## config.mk

```make
export PLATFORM = sky130hd
export DESIGN_NAME = ntp_rate_compensated_clock
export DESIGN_NICKNAME = d
export VERILOG_FILES = /design/src/rtl/ntprc_pkg.sv /design/src/rtl/ntprc_dp.sv /design/src/rtl/ntprc_ctrl.sv /design/src/rtl/ntp_rate_compensated_clock.sv
export SDC_FILE = /design/constraint.sdc
export NUM_CORES = 2
export LEC_CHECK = 0
export ABC_AREA = 1
export BUFFER_PORTS_ARGS = -buffer_cell sky130_fd_sc_hd__buf_2
export CAP_MARGIN = 10
export CORE_UTILIZATION = 54
export CTS_CLUSTER_DIAMETER = 40
export DETAILED_ROUTE_END_ITERATION = 8
export PLACE_DENSITY = 0.8
export SLEW_MARGIN = 20
export SYNTH_ARGS = -nofsm -noshare
export SYNTH_HDL_FRONTEND = slang
export SYNTH_SLANG_ARGS = --single-unit
```

## constraint.sdc

```tcl
create_clock -name aclk -period 34 [get_ports aclk]
set_clock_uncertainty 0.1 [all_clocks]
set_input_delay 8.5 -clock aclk [delete_from_list [all_inputs] [get_ports aclk]]
set_output_delay 8.5 -clock aclk [all_outputs]
set_load 0.01 [all_outputs]
```

## src/rtl/ntprc_pkg.sv

```systemverilog
package ntprc_pkg;

    localparam int FRAC_BITS = 32;
    localparam int FACTOR_W  = 34;
    localparam int TIME_W    = 64;
    localparam int TIMEOUT_W = 32;
    localparam int CFG_W     = FACTOR_W;
    localparam int CFG_IDX_W = 2;

    localparam int IN_DATA_W  = 136;
    localparam int IN_USER_W  = 2;
    localparam int OUT_DATA_W = 168;

    localparam int MUL_STEPS = FACTOR_W;
    localparam int DIV_STEPS = TIME_W + FRAC_BITS;
    localparam int CNT_W     = $clog2(DIV_STEPS);
    localparam int PROD_W    = TIME_W + FACTOR_W;

    localparam logic [31:0] EPOCH_OFFSET_S = 32'd2208988800;
    localparam logic [19:0] USEC_PER_S     = 20'd1000000;

    localparam logic [FACTOR_W-1:0]  ONE_FACTOR     = FACTOR_W'(64'd1 << FRAC_BITS);
    localparam logic [FACTOR_W-1:0]  FACTOR_MAX     = '1;
    localparam logic [TIMEOUT_W-1:0] TIMEOUT_RESET  = 32'd1000000;
    localparam logic [FACTOR_W-1:0]  FLOOR_RESET    = 34'd3865470566;
    localparam logic [FACTOR_W-1:0]  CEILING_RESET  = 34'd4724464026;

    typedef enum logic [1:0] {
        ACT_QUERY,
        ACT_REQUEST,
        ACT_REPLY,
        ACT_TIMEOUT
    } action_t;

    typedef enum logic [2:0] {
        STAT_OK,
        STAT_NOT_WAITING,
        STAT_KISS,
        STAT_ZERO_TIME,
        STAT_REJECTED,
        STAT_TIMED_OUT,
        STAT_STILL_WAITING,
        STAT_SYNCED_FIRST
    } status_t;

    typedef enum logic [CFG_IDX_W-1:0] {
        CFG_TIMEOUT,
        CFG_FLOOR,
        CFG_CEILING
    } cfg_index_t;

    typedef enum logic [2:0] {
        COMMIT_NONE,
        COMMIT_REQUEST,
        COMMIT_CLEAR_WAIT,
        COMMIT_FIRST,
        COMMIT_REJECT,
        COMMIT_ACCEPT
    } commit_t;

    typedef enum logic [2:0] {
        S_IDLE,
        S_PREP,
        S_MUL,
        S_COMP,
        S_DECIDE,
        S_DIV,
        S_CHECK,
        S_OUT
    } state_t;

    typedef struct packed {
        logic    load;
        logic    prep;
        logic    mul_step;
        logic    comp;
        logic    div_init;
        logic    div_step;
        commit_t commit;
        logic    out_load;
        status_t out_status;
    } dp_cmd_t;

    typedef struct packed {
        action_t action;
        logic    awaiting;
        logic    have_sync;
        logic    kiss;
        logic    zero_secs;
        logic    timed_out;
        logic    den_zero;
        logic    in_range;
        logic    out_busy;
    } dp_stat_t;

endpackage

```

## src/rtl/ntprc_dp.sv

```systemverilog
module ntprc_dp (
    input  logic                                aclk,
    input  logic                                aresetn,
    input  logic                                cfg_we,
    input  logic [ntprc_pkg::CFG_IDX_W-1:0]     cfg_addr,
    input  logic [ntprc_pkg::CFG_W-1:0]         cfg_wdata,
    input  logic [ntprc_pkg::IN_DATA_W-1:0]     s_axis_tdata,
    input  logic [ntprc_pkg::IN_USER_W-1:0]     s_axis_tuser,
    input  ntprc_pkg::dp_cmd_t                  cmd,
    output ntprc_pkg::dp_stat_t                 stat,
    output logic                                m_axis_tvalid,
    input  logic                                m_axis_tready,
    output logic [ntprc_pkg::OUT_DATA_W-1:0]    m_axis_tdata
);
    import ntprc_pkg::*;

    logic [TIMEOUT_W-1:0] timeout_reg;
    logic [FACTOR_W-1:0]  floor_reg, ceiling_reg;

    action_t            act_reg;
    logic [TIME_W-1:0]  now_reg;
    logic [7:0]         strat_reg;
    logic [31:0]        secs_reg, frac_reg;

    logic [TIME_W-1:0]   sync_local_reg, sync_server_reg, sync_comp_reg;
    logic [TIME_W-1:0]   request_local_reg, last_delay_reg;
    logic [FACTOR_W-1:0] factor_reg;
    logic                awaiting_reg, have_sync_reg;

    logic [TIME_W-1:0]   delay_reg, den_reg, ntp_reg, comp_reg;
    logic [51:0]         secs_us_reg;
    logic [19:0]         usec_reg;
    logic                timed_out_reg;

    logic [TIME_W-1:0]   mhi_reg;
    logic [FACTOR_W-1:0] mlo_reg, mbits_reg;

    logic [DIV_STEPS-1:0] dvd_reg;
    logic [TIME_W-1:0]    rem_reg;
    logic [FACTOR_W-1:0]  quo_reg;
    logic                 ovf_reg;

    logic                   m_tvalid_reg;
    logic [OUT_DATA_W-1:0]  m_tdata_reg;

    logic [TIME_W-1:0]   elapsed_req;
    logic [31:0]         secs_unix;
    logic [51:0]         frac_prod;
    logic [TIME_W:0]     mul_sum;
    logic [PROD_W-1:0]   prod;
    logic [TIME_W-1:0]   num;
    logic [TIME_W:0]     trial;
    logic                fits;
    logic [FACTOR_W-1:0] q_w;
    logic [TIME_W-1:0]   clock_out;

    assign elapsed_req = now_reg - request_local_reg;
    assign secs_unix   = secs_reg - EPOCH_OFFSET_S;
    assign frac_prod   = 52'(frac_reg) * 52'(USEC_PER_S);
    assign mul_sum     = {1'b0, mhi_reg} + (mbits_reg[0] ? {1'b0, den_reg} : '0);
    assign prod        = {mhi_reg, mlo_reg};
    assign num         = (ntp_reg - sync_server_reg) - (comp_reg - ntp_reg);
    assign trial       = {rem_reg, dvd_reg[DIV_STEPS-1]};
    assign fits        = trial >= {1'b0, den_reg};
    assign q_w         = ovf_reg ? FACTOR_MAX : quo_reg;
    assign clock_out   = (sync_local_reg == now_reg) ? sync_comp_reg : comp_reg;

    always_comb begin
        stat.action    = act_reg;
        stat.awaiting  = awaiting_reg;
        stat.have_sync = have_sync_reg;
        stat.kiss      = strat_reg == 8'd0;
        stat.zero_secs = secs_reg == 32'd0;
        stat.timed_out = timed_out_reg;
        stat.den_zero  = den_reg == '0;
        stat.in_range  = (q_w >= floor_reg) && (q_w <= ceiling_reg);
        stat.out_busy  = m_tvalid_reg && !m_axis_tready;
    end

    always_ff @(posedge aclk) begin
        if (!aresetn) begin
            timeout_reg <= TIMEOUT_RESET;
            floor_reg   <= FLOOR_RESET;
            ceiling_reg <= CEILING_RESET;
        end else if (cfg_we) begin
            unique case (cfg_addr)
                CFG_TIMEOUT: timeout_reg <= cfg_wdata[TIMEOUT_W-1:0];
                CFG_FLOOR:   floor_reg   <= cfg_wdata;
                CFG_CEILING: ceiling_reg <= cfg_wdata;
                default: ;
            endcase
        end
    end

    always_ff @(posedge aclk) begin
        if (cmd.load) begin
            act_reg   <= action_t'(s_axis_tuser);
            now_reg   <= s_axis_tdata[63:0];
            strat_reg <= s_axis_tdata[71:64];
            secs_reg  <= s_axis_tdata[103:72];
            frac_reg  <= s_axis_tdata[135:104];
        end
        if (cmd.prep) begin
            delay_reg     <= {1'b0, elapsed_req[TIME_W-1:1]};
            timed_out_reg <= awaiting_reg && (elapsed_req > TIME_W'(timeout_reg));
            den_reg       <= now_reg - sync_local_reg;
            secs_us_reg   <= 52'(secs_unix) * 52'(USEC_PER_S);
            usec_reg      <= frac_prod[51:32];
            mhi_reg       <= '0;
            mlo_reg       <= '0;
            mbits_reg     <= factor_reg;
        end
        if (cmd.mul_step) begin
            mhi_reg   <= mul_sum[TIME_W:1];
            mlo_reg   <= {mul_sum[0], mlo_reg[FACTOR_W-1:1]};
            mbits_reg <= mbits_reg >> 1;
            ntp_reg   <= TIME_W'(secs_us_reg) + TIME_W'(usec_reg) + delay_reg;
        end
        if (cmd.comp) begin
            comp_reg <= sync_comp_reg + prod[FRAC_BITS +: TIME_W];
        end
        if (cmd.div_init) begin
            dvd_reg <= {num, FRAC_BITS'(0)};
            rem_reg <= '0;
            quo_reg <= '0;
            ovf_reg <= 1'b0;
        end
        if (cmd.div_step) begin
            rem_reg <= fits ? TIME_W'(trial - {1'b0, den_reg}) : trial[TIME_W-1:0];
            dvd_reg <= dvd_reg << 1;
            quo_reg <= {quo_reg[FACTOR_W-2:0], fits};
            ovf_reg <= ovf_reg | quo_reg[FACTOR_W-1];
        end
    end

    always_ff @(posedge aclk) begin
        if (!aresetn) begin
            sync_local_reg    <= '0;
            sync_server_reg   <= '0;
            sync_comp_reg     <= '0;
            factor_reg        <= ONE_FACTOR;
            request_local_reg <= '0;
            awaiting_reg      <= 1'b0;
            have_sync_reg     <= 1'b0;
            last_delay_reg    <= '0;
        end else begin
            unique case (cmd.commit)
                COMMIT_NONE: ;
                COMMIT_REQUEST: begin
                    request_local_reg <= now_reg;
                    awaiting_reg      <= 1'b1;
                end
                COMMIT_CLEAR_WAIT: awaiting_reg <= 1'b0;
                COMMIT_FIRST: begin
                    awaiting_reg    <= 1'b0;
                    last_delay_reg  <= delay_reg;
                    sync_local_reg  <= now_reg;
                    sync_server_reg <= ntp_reg;
                    sync_comp_reg   <= ntp_reg;
                    factor_reg      <= ONE_FACTOR;
                    have_sync_reg   <= 1'b1;
                end
                COMMIT_REJECT: begin
                    awaiting_reg   <= 1'b0;
                    last_delay_reg <= delay_reg;
                end
                COMMIT_ACCEPT: begin
                    awaiting_reg    <= 1'b0;
                    last_delay_reg  <= delay_reg;
                    sync_comp_reg   <= comp_reg;
                    factor_reg      <= q_w;
                    sync_local_reg  <= now_reg;
                    sync_server_reg <= ntp_reg;
                end
                default: ;
            endcase
        end
    end

    always_ff @(posedge aclk) begin
        if (!aresetn) begin
            m_tvalid_reg <= 1'b0;
        end else if (cmd.out_load) begin
            m_tvalid_reg <= 1'b1;
        end else if (m_axis_tready) begin
            m_tvalid_reg <= 1'b0;
        end
    end

    always_ff @(posedge aclk) begin
        if (cmd.out_load) begin
            m_tdata_reg <= {2'b00, have_sync_reg, last_delay_reg, factor_reg, clock_out,
                            cmd.out_status};
        end
    end

    assign m_axis_tvalid = m_tvalid_reg;
    assign m_axis_tdata  = m_tdata_reg;

    a_first_sync: assert property (@(posedge aclk) disable iff (!aresetn)
        cmd.commit == COMMIT_FIRST |=> have_sync_reg && sync_local_reg == $past(now_reg))
        else $error("first sync not taken");

    a_accept_factor: assert property (@(posedge aclk) disable iff (!aresetn)
        cmd.commit == COMMIT_ACCEPT |=> factor_reg == $past(q_w) && !awaiting_reg)
        else $error("accepted factor not stored");

    a_request_wait: assert property (@(posedge aclk) disable iff (!aresetn)
        cmd.commit == COMMIT_REQUEST |=> awaiting_reg && request_local_reg == $past(now_reg))
        else $error("request not recorded");

    a_out_load: assert property (@(posedge aclk) disable iff (!aresetn)
        cmd.out_load |-> !(m_tvalid_reg && !m_axis_tready))
        else $error("result overwritten");

endmodule

```

## src/rtl/ntprc_ctrl.sv

```systemverilog
module ntprc_ctrl (
    input  logic                 aclk,
    input  logic                 aresetn,
    input  logic                 s_axis_tvalid,
    output logic                 s_axis_tready,
    input  ntprc_pkg::dp_stat_t  stat,
    output ntprc_pkg::dp_cmd_t   cmd
);
    import ntprc_pkg::*;

    state_t            state_reg, state_next;
    logic [CNT_W-1:0]  cnt_reg, cnt_next;
    status_t           status_reg, status_next;

    always_ff @(posedge aclk) begin
        if (!aresetn) begin
            state_reg  <= S_IDLE;
            cnt_reg    <= '0;
            status_reg <= STAT_OK;
        end else begin
            state_reg  <= state_next;
            cnt_reg    <= cnt_next;
            status_reg <= status_next;
        end
    end

    always_comb begin
        state_next     = state_reg;
        cnt_next       = cnt_reg;
        status_next    = status_reg;
        cmd            = '0;
        cmd.commit     = COMMIT_NONE;
        cmd.out_status = status_reg;
        s_axis_tready  = 1'b0;
        unique case (state_reg)
            S_IDLE: begin
                s_axis_tready = 1'b1;
                if (s_axis_tvalid) begin
                    cmd.load   = 1'b1;
                    state_next = S_PREP;
                end
            end
            S_PREP: begin
                cmd.prep   = 1'b1;
                cnt_next   = '0;
                state_next = S_MUL;
            end
            S_MUL: begin
                cmd.mul_step = 1'b1;
                cnt_next     = cnt_reg + 1'b1;
                if (cnt_reg == CNT_W'(MUL_STEPS - 1)) begin
                    state_next = S_COMP;
                end
            end
            S_COMP: begin
                cmd.comp   = 1'b1;
                state_next = S_DECIDE;
            end
            S_DECIDE: begin
                state_next  = S_OUT;
                status_next = STAT_OK;
                unique case (stat.action)
                    ACT_QUERY: ;
                    ACT_REQUEST: cmd.commit = COMMIT_REQUEST;
                    ACT_TIMEOUT: begin
                        if (!stat.awaiting) begin
                            status_next = STAT_NOT_WAITING;
                        end else if (stat.timed_out) begin
                            status_next = STAT_TIMED_OUT;
                            cmd.commit  = COMMIT_CLEAR_WAIT;
                        end else begin
                            status_next = STAT_STILL_WAITING;
                        end
                    end
                    ACT_REPLY: begin
                        priority if (!stat.awaiting) begin
                            status_next = STAT_NOT_WAITING;
                        end else if (stat.kiss || stat.zero_secs) begin
                            status_next = stat.kiss ? STAT_KISS : STAT_ZERO_TIME;
                            if (stat.timed_out) begin
                                cmd.commit = COMMIT_CLEAR_WAIT;
                            end
                        end else if (!stat.have_sync) begin
                            status_next = STAT_SYNCED_FIRST;
                            cmd.commit  = COMMIT_FIRST;
                        end else if (stat.den_zero) begin
                            status_next = STAT_REJECTED;
                            cmd.commit  = COMMIT_REJECT;
                        end else begin
                            cmd.div_init = 1'b1;
                            cnt_next     = '0;
                            state_next   = S_DIV;
                        end
                    end
                    default: ;
                endcase
            end
            S_DIV: begin
                cmd.div_step = 1'b1;
                cnt_next     = cnt_reg + 1'b1;
                if (cnt_reg == CNT_W'(DIV_STEPS - 1)) begin
                    state_next = S_CHECK;
                end
            end
            S_CHECK: begin
                state_next = S_OUT;
                if (stat.in_range) begin
                    status_next = STAT_OK;
                    cmd.commit  = COMMIT_ACCEPT;
                end else begin
                    status_next = STAT_REJECTED;
                    cmd.commit  = COMMIT_REJECT;
                end
            end
            S_OUT: begin
                if (!stat.out_busy) begin
                    cmd.out_load = 1'b1;
                    state_next   = S_IDLE;
                end
            end
            default: state_next = S_IDLE;
        endcase
    end

    a_mul_len: assert property (@(posedge aclk) disable iff (!aresetn)
        state_reg == S_MUL && cnt_reg == CNT_W'(MUL_STEPS - 1) |=> state_reg == S_COMP)
        else $error("multiply length wrong");

    a_div_len: assert property (@(posedge aclk) disable iff (!aresetn)
        state_reg == S_DIV && cnt_reg == CNT_W'(DIV_STEPS - 1) |=> state_reg == S_CHECK)
        else $error("divide length wrong");

    a_check_commit: assert property (@(posedge aclk) disable iff (!aresetn)
        state_reg == S_CHECK |-> cmd.commit == COMMIT_ACCEPT || cmd.commit == COMMIT_REJECT)
        else $error("factor check without commit");

endmodule

```

## src/rtl/ntp_rate_compensated_clock.sv

```systemverilog
// Every input beat runs the 34-step shift-add multiplier; a reply that estimates a
// new rate factor also runs the 96-step serial restoring divider and a check.
// One item in flight: a new input beat is taken only after the result beat of the
// previous one is loaded, and that load waits while an earlier result beat still
// waits for m_axis_tready.
// Reset: aresetn synchronous active low; clears sync state, factor to 1.0.
module ntp_rate_compensated_clock (
    input  logic                                aclk,
    input  logic                                aresetn,
    input  logic                                cfg_we,
    input  logic [ntprc_pkg::CFG_IDX_W-1:0]     cfg_addr,
    input  logic [ntprc_pkg::CFG_W-1:0]         cfg_wdata,
    input  logic                                s_axis_tvalid,
    output logic                                s_axis_tready,
    // local_time, server_stratum, server_seconds, server_fraction
    input  logic [ntprc_pkg::IN_DATA_W-1:0]     s_axis_tdata,
    // action
    input  logic [ntprc_pkg::IN_USER_W-1:0]     s_axis_tuser,
    output logic                                m_axis_tvalid,
    input  logic                                m_axis_tready,
    // status, clock_us, rate_factor, path_delay_us, is_synced
    output logic [ntprc_pkg::OUT_DATA_W-1:0]    m_axis_tdata
);
    import ntprc_pkg::*;

    dp_cmd_t  cmd;
    dp_stat_t stat;

    ntprc_ctrl u_ctrl (
        .aclk          (aclk),
        .aresetn       (aresetn),
        .s_axis_tvalid (s_axis_tvalid),
        .s_axis_tready (s_axis_tready),
        .stat          (stat),
        .cmd           (cmd)
    );

    ntprc_dp u_dp (
        .aclk          (aclk),
        .aresetn       (aresetn),
        .cfg_we        (cfg_we),
        .cfg_addr      (cfg_addr),
        .cfg_wdata     (cfg_wdata),
        .s_axis_tdata  (s_axis_tdata),
        .s_axis_tuser  (s_axis_tuser),
        .cmd           (cmd),
        .stat          (stat),
        .m_axis_tvalid (m_axis_tvalid),
        .m_axis_tready (m_axis_tready),
        .m_axis_tdata  (m_axis_tdata)
    );

endmodule

```

==> metrics.cfg <==
[status]
status=finished, final reports clean

[sta]
period_share_pct=31.4
fmax_ghz=0.0938
final_hold_viol_count=0
setup_viol=0
maxSlewHeadroom_pct=24.1
worstMarginPinSlew_ps=1130
fin_setup_tns_ps=0
post-route-min-period_ps=10660
maxSlewViolCount=0
worst_slack_ps=23340
rsz0062_at_grt=false

[global_route]
grt_use_total_pct=34.9
grt_pass1_vias=83440
grt_max_degree=169
grt_pass1_wl_um=494000
antenna_found_initial=16
gr-total-overflow=0

[floorplan]
num_io_pins=349
row_count=156
start_util_pct=54.6
dieWidth_um=431
dieArea_um2=185000
core-area_um2=182000
die_h_um=431

[final_layout]
instances_no_fill=15431
largest_reg_flops=165
drive_gt1_share_pct=6.78
post-route-util_pct=60.9
nNetsFinal=14243
areaGrowthSynthToFinish_pct=11.5

[yosys]
async_flop_share_pct=0
synth_xor_area_share_pct=3.89
yosys.area.top_type=edfxtp_1
synth_top_area_share_pct=26.9
ys_seq_area_share_pct=36.3
synth_flop_cell=edfxtp_1
yosysWarnings=0
ys_ff_latch=1357
syn_inst=12515
synth_compound_area_share_pct=13.1
synth-edff-count=887
syn_area_per_cell_um2=7.92
syn_area_um2=99200
ys_types=59
synthMuxAreaShare_pct=0.715
synth.top_cells.by_area=edfxtp_1 27%, ha_1 11%, nand2_1 9.8%, dfxtp_1 9.5%, inv_1 7.9%
synthSimpleGateAreaFrac_pct=19.3
synth_top_family_by_area=simple AND/OR/NAND/NOR gates
synth_fa_ha_area_share_pct=17.5

[placed_design]
pre_cts_ws_ps=22780
dp_cells=15031
gp_congestion=1.05
dp_hpwl_um=265000
io_buffer_count=345

[worst_setup_path]
startpoint_type=flop
crit_type=flop to primary output
critical_path_arrival_ps=2060
critPathRequiredTime_ps=25400
critPathCaptureType=primary output
path_max_fanout=5
reg2reg_setup_slack_ps=25990

[run]
maxCapViolCount=0

[detailed_routing]
postRouteAntennaNets=0
drc=0
drt-met1-wl_um=135000
vias=87590
highest_layer=met5
drt_iter0_drc=9102
dr.pass1.iters=6
wl_met3_um=26900
wl_um=329000
viasPerCell=5.68
routedWlPerCell_um=21.3
wl_met2_um=146000

[min_path]
hold_class=flop to flop

[clock_tree]
cts_max_level=4
cts_setup_buffers=0
clockBufferDepth=3
cts.sinks=1357
cts_tree=yes
clock_latency_ps=880
clockRootBuffer=clkbuf_16
ctsResizeCount=0
cts_buffers=208
ctsHoldBuffers=0
clk_pin_slew_worst_paths_ps=70

## cell usage in the layout (no fill, tap or decap), drive strengths merged, types with 12 or more instances in the layout
cell type  instances
bufinv            18
o21ai            806
a21oi           1092
nor3             176
inv             2161
clkinvlp          14
mux2              63
nand4             82
edfxtp           887
dfxtp            470
nor2            1364
or2               17
nand3            405
xnor2            148
a31oi            133
o21a              63
fa               330
a21boi            30
clkbuf           228
nand3b            26
xor2             293
nand2           2595
a21o              75
buf              388
o21bai            64
clkinv            63
ha               863
o211ai            66
a211oi            12
nor4              66
## final timing paths
check | cells past startpoint | to | start
worst min-delay path | 0 | u_dp.m_axis_tdata[141] | u_dp.last_delay_reg[40]
worst min register to register | 0 | u_dp.m_axis_tdata[141] | u_dp.last_delay_reg[40]
worst max-delay path | 4 | s_axis_tready | u_ctrl.state_reg[2]
worst max register to register | 31 | u_dp.secs_us_reg[51] | u_dp.secs_reg[7]
## Yosys cell counts, types with 3 or more instances
cell       count
nor2_2         5
nand3_1      401
buf_1          3
buf_2         80
nor2_1      1358
xnor2_1      148
buf_4         14
and3_1         7
clkbuf_4       3
a21o_1        75
a21boi_0      27
nand4_1       82
o2111ai_1      7
and2_1         5
a221oi_1      11
nor4_1        65
o21ai_0      757
o211ai_1      66
clkbuf_1     135
o22ai_1        3
nand2_1     2593
xor2_1       293
fa_1         330
o21a_1        63
nand3_2        4
o21ai_2        4
inv_2          7
a31oi_1      133
nand3b_1      26
edfxtp_1     887
o21ai_1       45
nor3_1       175
a21boi_1       3
or2_2         17
buf_6          8
o31ai_1        6
a21oi_1     1092
inv_1       2079
dfxtp_1      470
o221ai_1       7
ha_1         863
a211oi_1      12
o21bai_1      64
mux2_2        63
## area by class of cell
type	instances	area (µm²)
Clock buffer	228	5330
Sequential cell	1357	36000
Fill cell	16119	71000
Timing Repair Buffer	388	2070
Antenna cell	4	10.0
Multi-Input combinational cell	8828	54300
Tap cell	2370	2970
Clock inverter	168	2030
Inverter	2088	7850
## through the flow
stage | area [µm²] | hold WS [ps]
after detailed placement | 103000 | 317
final | 111000 | 329
after global routing | 111000 | 339
after floorplan | 99200 | 309
after CTS | 111000 | 331
after global placement | 103000 | 314
## per-layer routing
metal  up-vias  GRT usage (%)
met5         -              0
met4         2           18.3
met3       727           5.41
met2      3768           55.3
met1     41182           46.2
li1      41911              -
## critical path, cell delays in order, from the launching register on
cell	delay, ps
dfxtp_1	480
inv_1	190
nand2_1	230
inv_1	120
buf_2	160
## cell families after synthesis
kind of cell,Yosys count
buffers and inverters,2332
xor gates and xnor gates,441
adders and majority gates,1193
DFF,1357
AOI/OAI and AO/OA,2384
muxes,63
and+or+nand+nor,4744
other,1
Power is not shown: default switching activity piles up to over one toggle a cycle in this logic, so the estimate is an artifact.
